--- src/hdl/mec_pkg.sv ---
// shared widths, constants and control types for the escape-time counter
package mec_pkg;

    localparam int FRAC_BITS = 28;
    localparam int CW        = 32;              // width of cx, cy
    localparam int IW        = 10;              // iteration count width
    localparam int XW        = FRAC_BITS + 3;   // holds +-2^(FRAC_BITS+1)
    localparam int PW        = 2 * XW;          // full product width
    localparam int NW        = PW + 2;          // working width of the update

    localparam logic [IW-1:0] MAX_ITER_RESET = IW'(100);

    // escape bound on a single component: 2.0
    localparam logic signed [NW-1:0] LIMIT     = NW'(1) << (FRAC_BITS + 1);
    localparam logic signed [NW-1:0] NEG_LIMIT = -LIMIT;
    // escape bound on |z|^2: 4.0 in the squared format
    localparam logic [PW:0] FOUR = (PW + 1)'(1) << (2 * FRAC_BITS + 2);

    typedef struct packed {
        logic load;     // take a new point, clear z and count
        logic mul;      // register the three products
        logic step;     // commit new z, bump count
        logic finish;   // capture the result
        logic fin_esc;  // result is an escape
        logic fin_inc;  // escape belongs to the step being computed now
    } mec_cmd_t;

    typedef struct packed {
        logic sum_esc;  // |z|^2 > 4 for the committed z
        logic over;     // a new component is beyond 2.0
        logic n_zero;
        logic n_at_max;
    } mec_stat_t;

endpackage

--- src/hdl/mec_ctrl.sv ---
// sequencer for the escape-time counter: multiply and update phases
module mec_ctrl
    import mec_pkg::*;
(
    input  logic      clk,
    input  logic      rst_n,
    input  logic      start,
    input  mec_stat_t stat,
    output mec_cmd_t  cmd,
    output logic      busy,
    output logic      done
);

    localparam logic [1:0] ST_IDLE = 2'd0;
    localparam logic [1:0] ST_MUL  = 2'd1;
    localparam logic [1:0] ST_UPD  = 2'd2;

    logic [1:0] state_reg, state_next;
    logic       done_reg, done_next;

    always_comb
    begin
        state_next = state_reg;
        done_next  = 1'b0;
        cmd        = '0;
        case (state_reg)
            ST_IDLE:
            begin
                if (start)
                begin
                    cmd.load   = 1'b1;
                    state_next = ST_MUL;
                end
            end
            ST_MUL:
            begin
                cmd.mul    = 1'b1;
                state_next = ST_UPD;
            end
            ST_UPD:
            begin
                // the products now hold the squares of the committed z
                if (!stat.n_zero && stat.sum_esc)
                begin
                    cmd.finish  = 1'b1;
                    cmd.fin_esc = 1'b1;
                    state_next  = ST_IDLE;
                    done_next   = 1'b1;
                end
                else if (stat.n_at_max)
                begin
                    cmd.finish = 1'b1;
                    state_next = ST_IDLE;
                    done_next  = 1'b1;
                end
                else if (stat.over)
                begin
                    cmd.finish  = 1'b1;
                    cmd.fin_esc = 1'b1;
                    cmd.fin_inc = 1'b1;
                    state_next  = ST_IDLE;
                    done_next   = 1'b1;
                end
                else
                begin
                    cmd.step   = 1'b1;
                    state_next = ST_MUL;
                end
            end
            default:
            begin
                state_next = ST_IDLE;
            end
        endcase
    end

    always_ff @(posedge clk or negedge rst_n)
    begin
        if (!rst_n)
        begin
            state_reg <= ST_IDLE;
            done_reg  <= 1'b0;
        end
        else
        begin
            state_reg <= state_next;
            done_reg  <= done_next;
        end
    end

    assign busy = (state_reg != ST_IDLE);
    assign done = done_reg;

endmodule

--- config.mk ---
export PLATFORM = sky130hd
export DESIGN_NAME = mec_ctrl
export DESIGN_NICKNAME = d
export VERILOG_FILES = /design/src/hdl/mec_pkg.sv /design/src/hdl/mec_ctrl.sv
export SDC_FILE = /design/constraint.sdc
export NUM_CORES = 1
export LEC_CHECK = 0
export ABC_AREA = 1
export BUFFER_PORTS_ARGS = -buffer_cell sky130_fd_sc_hd__buf_2
export CORE_AREA = 2 2 39 41
export CTS_CLUSTER_DIAMETER = 120
export DETAILED_ROUTE_END_ITERATION = 10
export DIE_AREA = 0 0 41 43
export SYNTH_ARGS = -nofsm -noshare
export SYNTH_HDL_FRONTEND = slang
export SYNTH_SLANG_ARGS = --single-unit
--- constraint.sdc ---
create_clock -name clk -period 0.8 [get_ports clk]
set_input_delay 0.16 -clock clk [delete_from_list [all_inputs] [get_ports clk]]
set_output_delay 0.16 -clock clk [all_outputs]
set_load 0.02 [all_outputs]
; After elaboration in Yosys (flattened, before gate mapping)
; Index checks and enable logic that the tools add are counted.
[classes]
muxes = 21
n_reduce_logical = 4
eq_ne = 3
[op_table]
columns = op, n
row1 = two-way mux 1 bit, 13
row2 = two-way mux 2 bit, 5
row3 = case mux 2 bit (3 select lines), 1
row4 = two-way mux 4 bit, 1
row5 = two-way mux 3 bit, 1
row6 = equality test 2 x 1 -> 1 bit (second input constant), 1
row7 = equality test 2 bit (second input constant), 1
row8 = zero test 2 bit, 1
row9 = inequality test 2 bit (second input constant), 1
row10 = nonzero test 2 bit, 1
row11 = logical AND 1 bit, 1
row12 = zero test 1 bit, 1
[word_totals]
elab_cells = 30
inputBits = 7
output_inout_bits = 8
regBits = 3

; Depth between registers and ports, before layout
; Gate-level depths: netlist (run 1).
[depth]
ltp_word = 4
mapped_depth = 4
depth_no_buf = 4

; Least setup slack after synthesis (run 1)
; Ideal clock, no wire load.
[synth_path]
kind = reg-to-output
start = register state_reg[0]
end = output cmd[1] (netlist name)
stages_incl_launch_ff = 4
path_buffers = 0
required_time_ns = 0.640
t_arrival_ns = 0.904
slack_ns = -0.264
path_cell_list = dfrtp_1 > inv_2 > nand2_1 > a21oi_1
[synth_rtl]
columns = item, line_no
row1 = from (decl), mec_ctrl.sv:18  ; logic [1:0] state_reg, state_next;
row2 = from (signal assigned), mec_ctrl.sv:86  ; state_reg <= state_next;
row3 = to (decl), mec_ctrl.sv:9  ; output mec_cmd_t cmd,

==> impl_metrics.json, run 1 <==
{
  "status": "finished, violations left",
  "violations": "negative setup slack",
  "start_util_pct": 13.47,
  "rrSetupSlack_ns": -0.07,
  "yosysWarnings": 0,
  "power-per-cell-area_nw_per_um2": 2475,
  "synth_fp_nets": 33,
  "critPathSlowestCell": "dfrtp_1",
  "ctsLongestPathBuffers": 2,
  "cpLargestDelayFamily": "flip-flops",
  "maxClockFrequency_mhz": 803.1,
  "layout.cells.non_filler": 68,
  "cp_max_fo": 4,
  "timing.critical_path.buf_inv": 2,
  "placeableCoreArea_sq_um": 1384,
  "number_of_flip_flops_in_the_largest_register": 2,
  "maxSlewViolCount": 0,
  "wl_per_cell_microns": 8.235,
  "unrepaired_setup_endpoints_after_global_routing": "true",
  "p_sw_share_pct": 38.85,
  "diodes": 0,
  "critical_path.endpoint_type": "primary output",
  "avgSynthCellArea_sq_um": 7.170,
  "clk_pin_slew_ns": 0.04,
  "routed_via_density": 3.529,
  "finalWeightedCongestion": 0.6889,
  "worst_pin_slew_ns": 0.2977,
  "placement.io_buffers": 14,
  "dp.final_hpwl_microns": 412.9,
  "drt_iter0_markers": 2,
  "fin_hold_ws_ns": 0.2501,
  "first_pass_iters": 2,
  "dieHeight_microns": 43,
  "via_count_of_the_first_global_routing_pass": 224,
  "first_pass_grt_wire_length_microns": 828,
  "ff_latch_area_sq_um": 75.07,
  "wl_microns": 560,
  "setup-violations-final": 11,
  "grt_start_max_net_pins": 6,
  "synthToLayoutAreaGrowth_pct": 156.4,
  "antenna_found_initial": 0,
  "p_sw_mw": 0.4596,
  "globalRouteOverflowTotal": 0,
  "clk_root_buffer_cell": "clkbuf_4",
  "p_seq_share_pct": 18.9,
  "std_cell_rows": 14,
  "final_layout_size_suffix_gt1_share_pct": 76.92,
  "finalHoldViolCount": 0,
  "syn_inst": 26,
  "clock_tree_from_tritoncts": "yes",
  "post_synthesis_instance_area_sq_um": 186.4,
  "worstReg2RegStart": "state_reg[1]",
  "power_frac_comb_pct": 58.8,
  "finalNetCount": 60,
  "worst-endpoint-required_ns": 0.64,
  "fin_skew_ns": 0.001690,
  "via_count": 240,
  "antenna_left": 0,
  "clkSinkCount": 3,
  "worstRegToRegCells": 5,
  "layout_common_cells": "buf_6, buf_2, buf_4",
  "pin_count": 15,
  "critPathMaxStageDelay_ns": 0.40,
  "final.period_utilization_pct": 155.7,
  "path_cells": "inv_2 > nand2_4 > a21oi_4 > buf_6",
  "multi_input_comb_area_sq_um": 136.4,
  "fin_util_pct": 34.54,
  "cellInternalPower_mw": 0.7233,
  "period_needed_ns": 1.245,
  "crit_type": "reg -> out",
  "timing.slew.headroom_pct": 80.10,
  "dp_cell_count": 61,
  "power.clock.fraction_pct": 22.4,
  "synthDistinctLibCells": 11,
  "cts_inserted_buffers": 3,
  "reg2reg_to": "state_reg[0]",
  "timing.max_cap.violations": 0,
  "clk_latency_ns": 0.23,
  "min_path_type": "in -> async",
  "vdd_drop_max_mv": 0.7725,
  "die_width_microns": 41,
  "fin_ws_ns": -0.4452,
  "synth_seq_area_share_pct": 40.27,
  "n_fill_cell": 147,
  "critical_path_start_type": "flop",
  "most_frequent_standard_cell_in_the_layout_excluding_fill_and_tap_cells": "buf_6",
  "grt.total_usage_pct": 7.762,
  "floorplan.die_area_sq_um": 1763,
  "power.static_leakage_nw": 0.2481,
  "htree_num_levels": 1,
  "postSynthRegisterBits": 3,
  "detail_route.drc_violations": 0,
  "worst_ep_arrival_time_ns": 1.09
}
-- worst max path at each step --
stage | startpoint | to | cells after the start
3_3_place_gp | state_reg[1] | cmd[0] | 5
4_1_cts | state_reg[0] | cmd[1] | 4
6_report | state_reg[0] | cmd[1] | 4
3_5_place_dp | state_reg[1] | cmd[0] | 5
5_1_grt | state_reg[0] | cmd[1] | 4
2_1_floorplan | state_reg[1] | cmd[0] | 4
-- routing by layer --
metal	vias up	part of all wire (%)	routed length (microns)	global-route usage, %
met2	9	58	323	10.94
li1	128	-	-	-
met4	0	0	0	8.000
met3	0	6.8	38	4.712
met1	103	36	199	6.840
met5	-	0	0	0
-- timing repair --
item,in CTS,in global routing
resized for setup,16,9
pin swaps,0,1
hold endpoints to repair,3,0
endpoints found under the setup margin,10,11
hold buffers,1,0
setup buffers,1,1
-- through the flow --
step	setup WS (ns)	cell area (sq um)	setup TNS, ns	power (mW)
2_1_floorplan	-0.1240	216.5	-0.5279	0.5175
3_3_place_gp	-0.2247	344.1	-1.422	0.6881
3_5_place_dp	-0.2449	344.1	-1.484	0.6939
4_1_cts	-0.4464	437.9	-3.215	1.106
5_1_grt	-0.5048	478.0	-3.859	1.273
6_report	-0.4452	478.0	-3.178	1.183
-- layout make-up --
class / count / share of cell area, %
Tap cell: 16 / 4.188
Timing Repair Buffer: 23 / 41.36
Multi-Input combinational cell: 16 / 28.53
Sequential cell: 3 / 15.71
Inverter: 6 / 4.712
Clock buffer: 4 / 5.497
-- cell usage after synthesis --
cell type,number,share of area [%]
nand3_1,1,2.7
inv_2,2,4.0
nand3_2,1,5.4
buf_4,1,4.0
dfrtp_1,3,40
inv_1,4,8.1
nor2_4,1,6.0
nand2_1,6,12
nor2_1,3,6.0
nor2_2,1,3.4
a21oi_1,3,8.1
-- power by group through the flow --
stage | clock network (mW) | registers [mW] | logic [mW]
CTS | 0.279 | 0.224 | 0.603
detailed placement | 0 | 0.225 | 0.469
floorplan | 0 | 0.238 | 0.280
global route | 0.304 | 0.228 | 0.741
global placement | 0 | 0.222 | 0.466
finish | 0.265 | 0.223 | 0.695
-- logic make-up (layout without fill, tap and decap cells) --
kind of cell / Yosys count / after routing / synth area share (%)
compound gates: 3 / 3 / 8.051
simple gates: 13 / 13 / 35.57
flops: 3 / 3 / 40.27
buf+inv: 7 / 33 / 16.11
Power figures use the tool's default switching activity.
==> run 2: changes to the inputs <==
--- a/config.mk
+++ b/config.mk
@@ -5,7 +5,7 @@
 export SDC_FILE = /design/constraint.sdc
 export NUM_CORES = 1
 export LEC_CHECK = 0
-export ABC_AREA = 1
+export ABC_AREA = 0
 export BUFFER_PORTS_ARGS = -buffer_cell sky130_fd_sc_hd__buf_2
 export CORE_AREA = 2 2 39 41
 export CTS_CLUSTER_DIAMETER = 120
==> impl_metrics.json, run 2 <==
{
  "wl_per_cell_microns": 8.393,
  "number_of_flip_flops_in_the_largest_register": 2,
  "drt_iter0_markers": 0,
  "clk_root_buffer_cell": "clkbuf_4",
  "first_pass_iters": 1,
  "number_of_enable_type_register_cells_in_the_synthesized_netlist": 0,
  "ctsLongestPathBuffers": 2,
  "unrepaired_setup_endpoints_after_global_routing": "true",
  "power_mw": 1.106,
  "p_sw_share_pct": 33.96,
  "postSynthRegisterBits": 3,
  "reg2reg_to": "state_reg[0]",
  "std_cell_rows": 14,
  "worstRegToRegCells": 6,
  "worst-endpoint-required_ns": 0.64,
  "p_sw_mw": 0.3756,
  "floorplan.die_area_sq_um": 1763,
  "cellInternalPower_mw": 0.7302,
  "fin_skew_ns": 0.0004845,
  "htree_num_levels": 1,
  "detail_route.drc_violations": 0,
  "yosys.area.top_type": "dfrtp_1",
  "synth_seq_area_share_pct": 38.96,
  "ys_async_sr_fraction_pct": 100.0,
  "maxSlewViolCount": 0,
  "placeableCoreArea_sq_um": 1384,
  "power.static_leakage_nw": 0.2224,
  "worst_pin_slew_ns": 0.1725,
  "placement.io_buffers": 14,
  "final.period_utilization_pct": 167.8,
  "most_frequent_standard_cell_in_the_layout_excluding_fill_and_tap_cells": "buf_4",
  "timing.slew.headroom_pct": 88.49,
  "first_pass_grt_wire_length_microns": 890,
  "setup-violations-final": 11,
  "cp_max_fo": 4,
  "power.clock.fraction_pct": 24.8,
  "worst_ep_arrival_time_ns": 1.18,
  "min_path_type": "in -> async",
  "crit_type": "reg -> out",
  "globalRouteOverflowTotal": 0,
  "clkSinkCount": 3,
  "via_count_of_the_first_global_routing_pass": 249,
  "via_count": 225,
  "dp.final_hpwl_microns": 368,
  "power-per-cell-area_nw_per_um2": 2482,
  "yosysWarnings": 0,
  "fin_setup_tns_ns": -3.908,
  "layout_common_cells": "buf_4, buf_6, buf_2",
  "antenna_left": 0,
  "netlist_top_cells_count": "a21oi_1, dfrtp_1, and2b_2, nand2b_1",
  "synth_fp_nets": 26,
  "timing.critical_path.from": "state_reg[1]",
  "grt.total_usage_pct": 8.258,
  "finalWeightedCongestion": 0.7195,
  "die_width_microns": 41,
  "diodes": 0,
  "fin_util_pct": 32.19,
  "finalHoldViolCount": 0,
  "pin_count": 15,
  "cts_inserted_buffers": 3,
  "status": "finished, violations left",
  "dieHeight_microns": 43,
  "p_seq_share_pct": 19.2,
  "routed_via_density": 3.689,
  "vdd_drop_max_mv": 0.5581,
  "fin_ws_ns": -0.5424,
  "rrSetupSlack_ns": -0.40,
  "syn_inst": 19,
  "synth_ff_type": "dfrtp_1",
  "worstReg2RegStart": "state_reg[1]",
  "synthDistinctLibCells": 13,
  "synthToLayoutAreaGrowth_pct": 131.2,
  "dp_cell_count": 53,
  "post_synthesis_instance_area_sq_um": 192.7,
  "power_frac_comb_pct": 56.0,
  "final_layout_size_suffix_gt1_share_pct": 77.78,
  "grt_start_max_net_pins": 5,
  "finalNetCount": 53,
  "layout.cells.non_filler": 61,
  "critical_path.endpoint_type": "primary output",
  "antenna_found_initial": 0,
  "endpoint_of_the_most_critical_setup_path": "cmd[0]",
  "start_util_pct": 13.92,
  "netlist.area_leader.share_pct": 38.96,
  "clk_pin_slew_ns": 0.04,
  "clk_latency_ns": 0.24,
  "avgSynthCellArea_sq_um": 10.14,
  "critical_path_start_type": "flop",
  "timing.max_cap.violations": 0,
  "period_needed_ns": 1.342,
  "clock_tree_from_tritoncts": "yes",
  "violations": "negative setup slack",
  "maxClockFrequency_mhz": 745.0,
  "synth.area.top_cells": "dfrtp_1, and2b_2, a21oi_1",
  "post-place-ws_ns": -0.3198,
  "wl_microns": 512
}
[run 2: cell types whose count changed after synthesis, moves of 2 or more]
cell      delta
inv_2        -2
and2b_2      +2
nor2_1       -2
nand2_1      -6
inv_1        -4
nand2b_1     +2
[run 2: layout make-up]
| cell class | count | area, sq um |
|---|---|---|
| fill | 148 | 938.4 |
| clock buffer | 4 | 26.28 |
| tap | 16 | 20.02 |
| timing repair buffer | 23 | 186.4 |
| sequential | 3 | 75.07 |
| multi-input combinational | 15 | 137.6 |
[run 2: logic make-up (layout without fill, tap and decap cells)]
group	count (synthesis)	after routing	synth area share, %
AO/OA/AOI/OAI	4	4	12.34
AND/OR/NAND/NOR	11	11	44.81
buffers and inverters	1	27	3.898
flip-flops	3	3	38.96
[run 2: worst min-delay path by stage]
stage	startpoint	end	slack, ns	cells past startpoint
floorplan	rst_n	done	-0.14	0
global placement	rst_n	done	-0.04	1
global route	rst_n	done	0.26	2
detailed placement	rst_n	done	-0.04	1
CTS	rst_n	state_reg[1]	0.24	2
finish	rst_n	done	0.25	2
[run 2: power by group through the flow]
stage / Clock, mW / Sequential, mW / Combinational [mW]
6_report: 0.275 / 0.212 / 0.619
5_1_grt: 0.293 / 0.218 / 0.662
4_1_cts: 0.284 / 0.213 / 0.580
3_5_place_dp: 0 / 0.220 / 0.431
3_3_place_gp: 0 / 0.219 / 0.432
2_1_floorplan: 0 / 0.239 / 0.270
[run 2: worst max-delay path, cell delays in order (launching register included)]
cell     delay (ns)
dfrtp_1        0.39
and2b_2        0.22
and4b_2        0.21
buf_6          0.13
[run 2: metrics by stage]
stage                     hold WS, ns  area, sq um
final                          0.2461        445.4
after global routing           0.2640        445.4
after detailed placement     -0.04191        329.1
after CTS                      0.2399        425.4
after floorplan               -0.1356        212.7
after global placement       -0.04254        329.1
[run 2: per-layer routing]
metal	share of wire, %	global-route usage, %	wire [microns]	vias up
met3	6.4	3.141	33	2
met2	47	11.25	243	13
met4	2.9	10.00	15	0
met1	43	8.117	220	94
li1	-	-	-	116
met5	0	0	0	-
[run 2: repair_timing]
item | 4_1_cts | 5_1_grt
hold buffers | 1 | 0
setup endpoints to repair | 11 | 11
hold endpoints to repair | 3 | 0
gates resized for setup | 14 | 4
buffers inserted | 2 | 1
pin swaps | 1 | 1
==> run 3: changes to the inputs <==
--- a/config.mk
+++ b/config.mk
@@ -5,12 +5,13 @@
 export SDC_FILE = /design/constraint.sdc
 export NUM_CORES = 1
 export LEC_CHECK = 0
-export ABC_AREA = 0
+export ABC_AREA = 1
 export BUFFER_PORTS_ARGS = -buffer_cell sky130_fd_sc_hd__buf_2
 export CORE_AREA = 2 2 39 41
 export CTS_CLUSTER_DIAMETER = 120
 export DETAILED_ROUTE_END_ITERATION = 10
 export DIE_AREA = 0 0 41 43
+export MAX_ROUTING_LAYER = met4
 export SYNTH_ARGS = -nofsm -noshare
 export SYNTH_HDL_FRONTEND = slang
 export SYNTH_SLANG_ARGS = --single-unit
==> impl_metrics.json, run 3 (synthesis results as in run 1) <==
{
  "min_path_type": "in -> async",
  "routed_via_density": 3.529,
  "period_needed_ns": 1.245,
  "placement.io_buffers": 14,
  "worstRegToRegCells": 5,
  "grt.total_usage_pct": 7.955,
  "cpLargestDelayFamily": "flip-flops",
  "critical_path.endpoint_type": "primary output",
  "floorplan.die_area_sq_um": 1763,
  "most_frequent_standard_cell_in_the_layout_excluding_fill_and_tap_cells": "buf_6",
  "global_route.usage.met2_pct": 10.94,
  "fin_ws_ns": -0.4453,
  "critPathMaxStageDelay_ns": 0.40,
  "start_util_pct": 13.47,
  "timing.slew.headroom_pct": 80.10,
  "clk_latency_ns": 0.23,
  "crit_type": "reg -> out",
  "finalWeightedCongestion": 0.6961,
  "worst_pin_slew_ns": 0.2977,
  "grtUsageMet1_pct": 6.840,
  "wl_microns": 559,
  "ctsLongestPathBuffers": 2,
  "pin_count": 15,
  "globalRouteOverflowTotal": 0,
  "reg2reg_to": "state_reg[0]",
  "timing.critical_path.depth": 4,
  "antenna_left": 0,
  "dieHeight_microns": 43,
  "power-per-cell-area_nw_per_um2": 2475,
  "via_count_of_the_first_global_routing_pass": 223,
  "finalHoldViolCount": 0,
  "wl_per_cell_microns": 8.221,
  "timing.critical_path.from": "state_reg[0]",
  "clk_pin_slew_ns": 0.04,
  "endpoint_of_the_most_critical_setup_path": "cmd[1]",
  "maxSlewViolCount": 0,
  "maxClockFrequency_mhz": 803.0,
  "drt_iter0_markers": 2,
  "finalNetCount": 60,
  "std_cell_rows": 14,
  "cts_inserted_buffers": 3,
  "final_layout_size_suffix_gt1_share_pct": 76.92,
  "layout_common_cells": "buf_6, buf_2, buf_4",
  "timing.critical_path.buf_inv": 2,
  "critPathSlowestCell": "dfrtp_1",
  "timing.max_cap.violations": 0,
  "final.period_utilization_pct": 155.7,
  "htree_num_levels": 1,
  "die_width_microns": 41,
  "vdd_drop_max_mv": 0.7725,
  "number_of_flip_flops_in_the_largest_register": 2,
  "synthToLayoutAreaGrowth_pct": 156.4,
  "worst_ep_arrival_time_ns": 1.09,
  "rrSetupSlack_ns": -0.07,
  "path_cells": "inv_2 > nand2_4 > a21oi_4 > buf_6",
  "grt_start_max_net_pins": 6,
  "post-place-ws_ns": -0.2449,
  "status": "finished, violations left",
  "dp_cell_count": 61,
  "worstReg2RegStart": "state_reg[1]",
  "power_mw": 1.183,
  "fin_skew_ns": 0.001803,
  "cp_max_fo": 4,
  "via_count": 240,
  "unrepaired_setup_endpoints_after_global_routing": "true",
  "layout.cells.non_filler": 68,
  "power.static_leakage_nw": 0.2481,
  "grt_util_met3_pct": 4.712,
  "setup-violations-final": 11,
  "fin_area_sq_um": 478.0,
  "dp.final_hpwl_microns": 412.9,
  "first_pass_grt_wire_length_microns": 828,
  "worst-endpoint-required_ns": 0.64,
  "violations": "negative setup slack",
  "first_pass_iters": 2,
  "clkSinkCount": 3,
  "clk_root_buffer_cell": "clkbuf_4",
  "critical_path_start_type": "flop",
  "placedInstanceArea_sq_um": 344.1,
  "antenna_found_initial": 0,
  "gr-max-usage-layer": "met2",
  "placeableCoreArea_sq_um": 1384,
  "diodes": 0,
  "clock_tree_from_tritoncts": "yes",
  "detail_route.drc_violations": 0
}
run 3: cell types whose count changed in the layout (fill, tap and decap cells not counted), moves of 2 or more:
cell / before / now
and2b_2: 3 / 0
buf_4: 9 / 6
buf_6: 7 / 10
inv_1: 0 / 2
inv_2: 0 / 4
nand2_1: 0 / 3
nand2_2: 0 / 2
nand2b_1: 2 / 0
nand3_2: 0 / 2
nor2_4: 0 / 3
run 3: worst min-delay path by stage:
stage | depth (start not counted) | slack, ns | startpoint | to
after floorplan | 0 | -0.14 | rst_n | done
after global placement | 1 | -0.04 | rst_n | state_reg[0]
after detailed placement | 1 | -0.04 | rst_n | state_reg[0]
after CTS | 2 | 0.24 | rst_n | state_reg[0]
after global routing | 2 | 0.24 | rst_n | done
final | 2 | 0.25 | rst_n | state_reg[0]
run 3: final cells by class:
type,count,area [sq um]
Sequential cell,3,75.07
Fill cell,147,905.9
Multi-Input combinational cell,16,136.4
Tap cell,16,20.02
Timing Repair Buffer,23,197.7
Inverter,6,22.52
Clock buffer,4,26.28
run 3: power breakdown:
part	switching (mW)	internal, mW
sequential	0.0331	0.190
combinational	0.349	0.346
clock	0.0777	0.187
total	0.459	0.723
run 3: timing repair:
item,CTS,global route
gates resized for setup,16,9
pin swaps,0,1
setup buffers,1,1
setup endpoints to repair,10,11
hold buffers,1,0
gates cloned,0,0
endpoints found under the hold margin,3,0
run 3: per-stage QoR:
step | TNS, ns | util (%) | hold WS, ns
finish | -3.178 | 34.54 | 0.2500
global route | -3.859 | 34.54 | 0.2402
CTS | -3.215 | 31.65 | 0.2417
detailed placement | -1.484 | 24.86 | -0.03923
global placement | -1.422 | 24.86 | -0.04399
floorplan | -0.5279 | - | -0.1356
run 3: metal layers:
metal / wire length, microns / share of wire, %
met5: 0 / 0
met4: 0 / 0
met3: 34 / 6.1
met2: 323 / 58
met1: 202 / 36
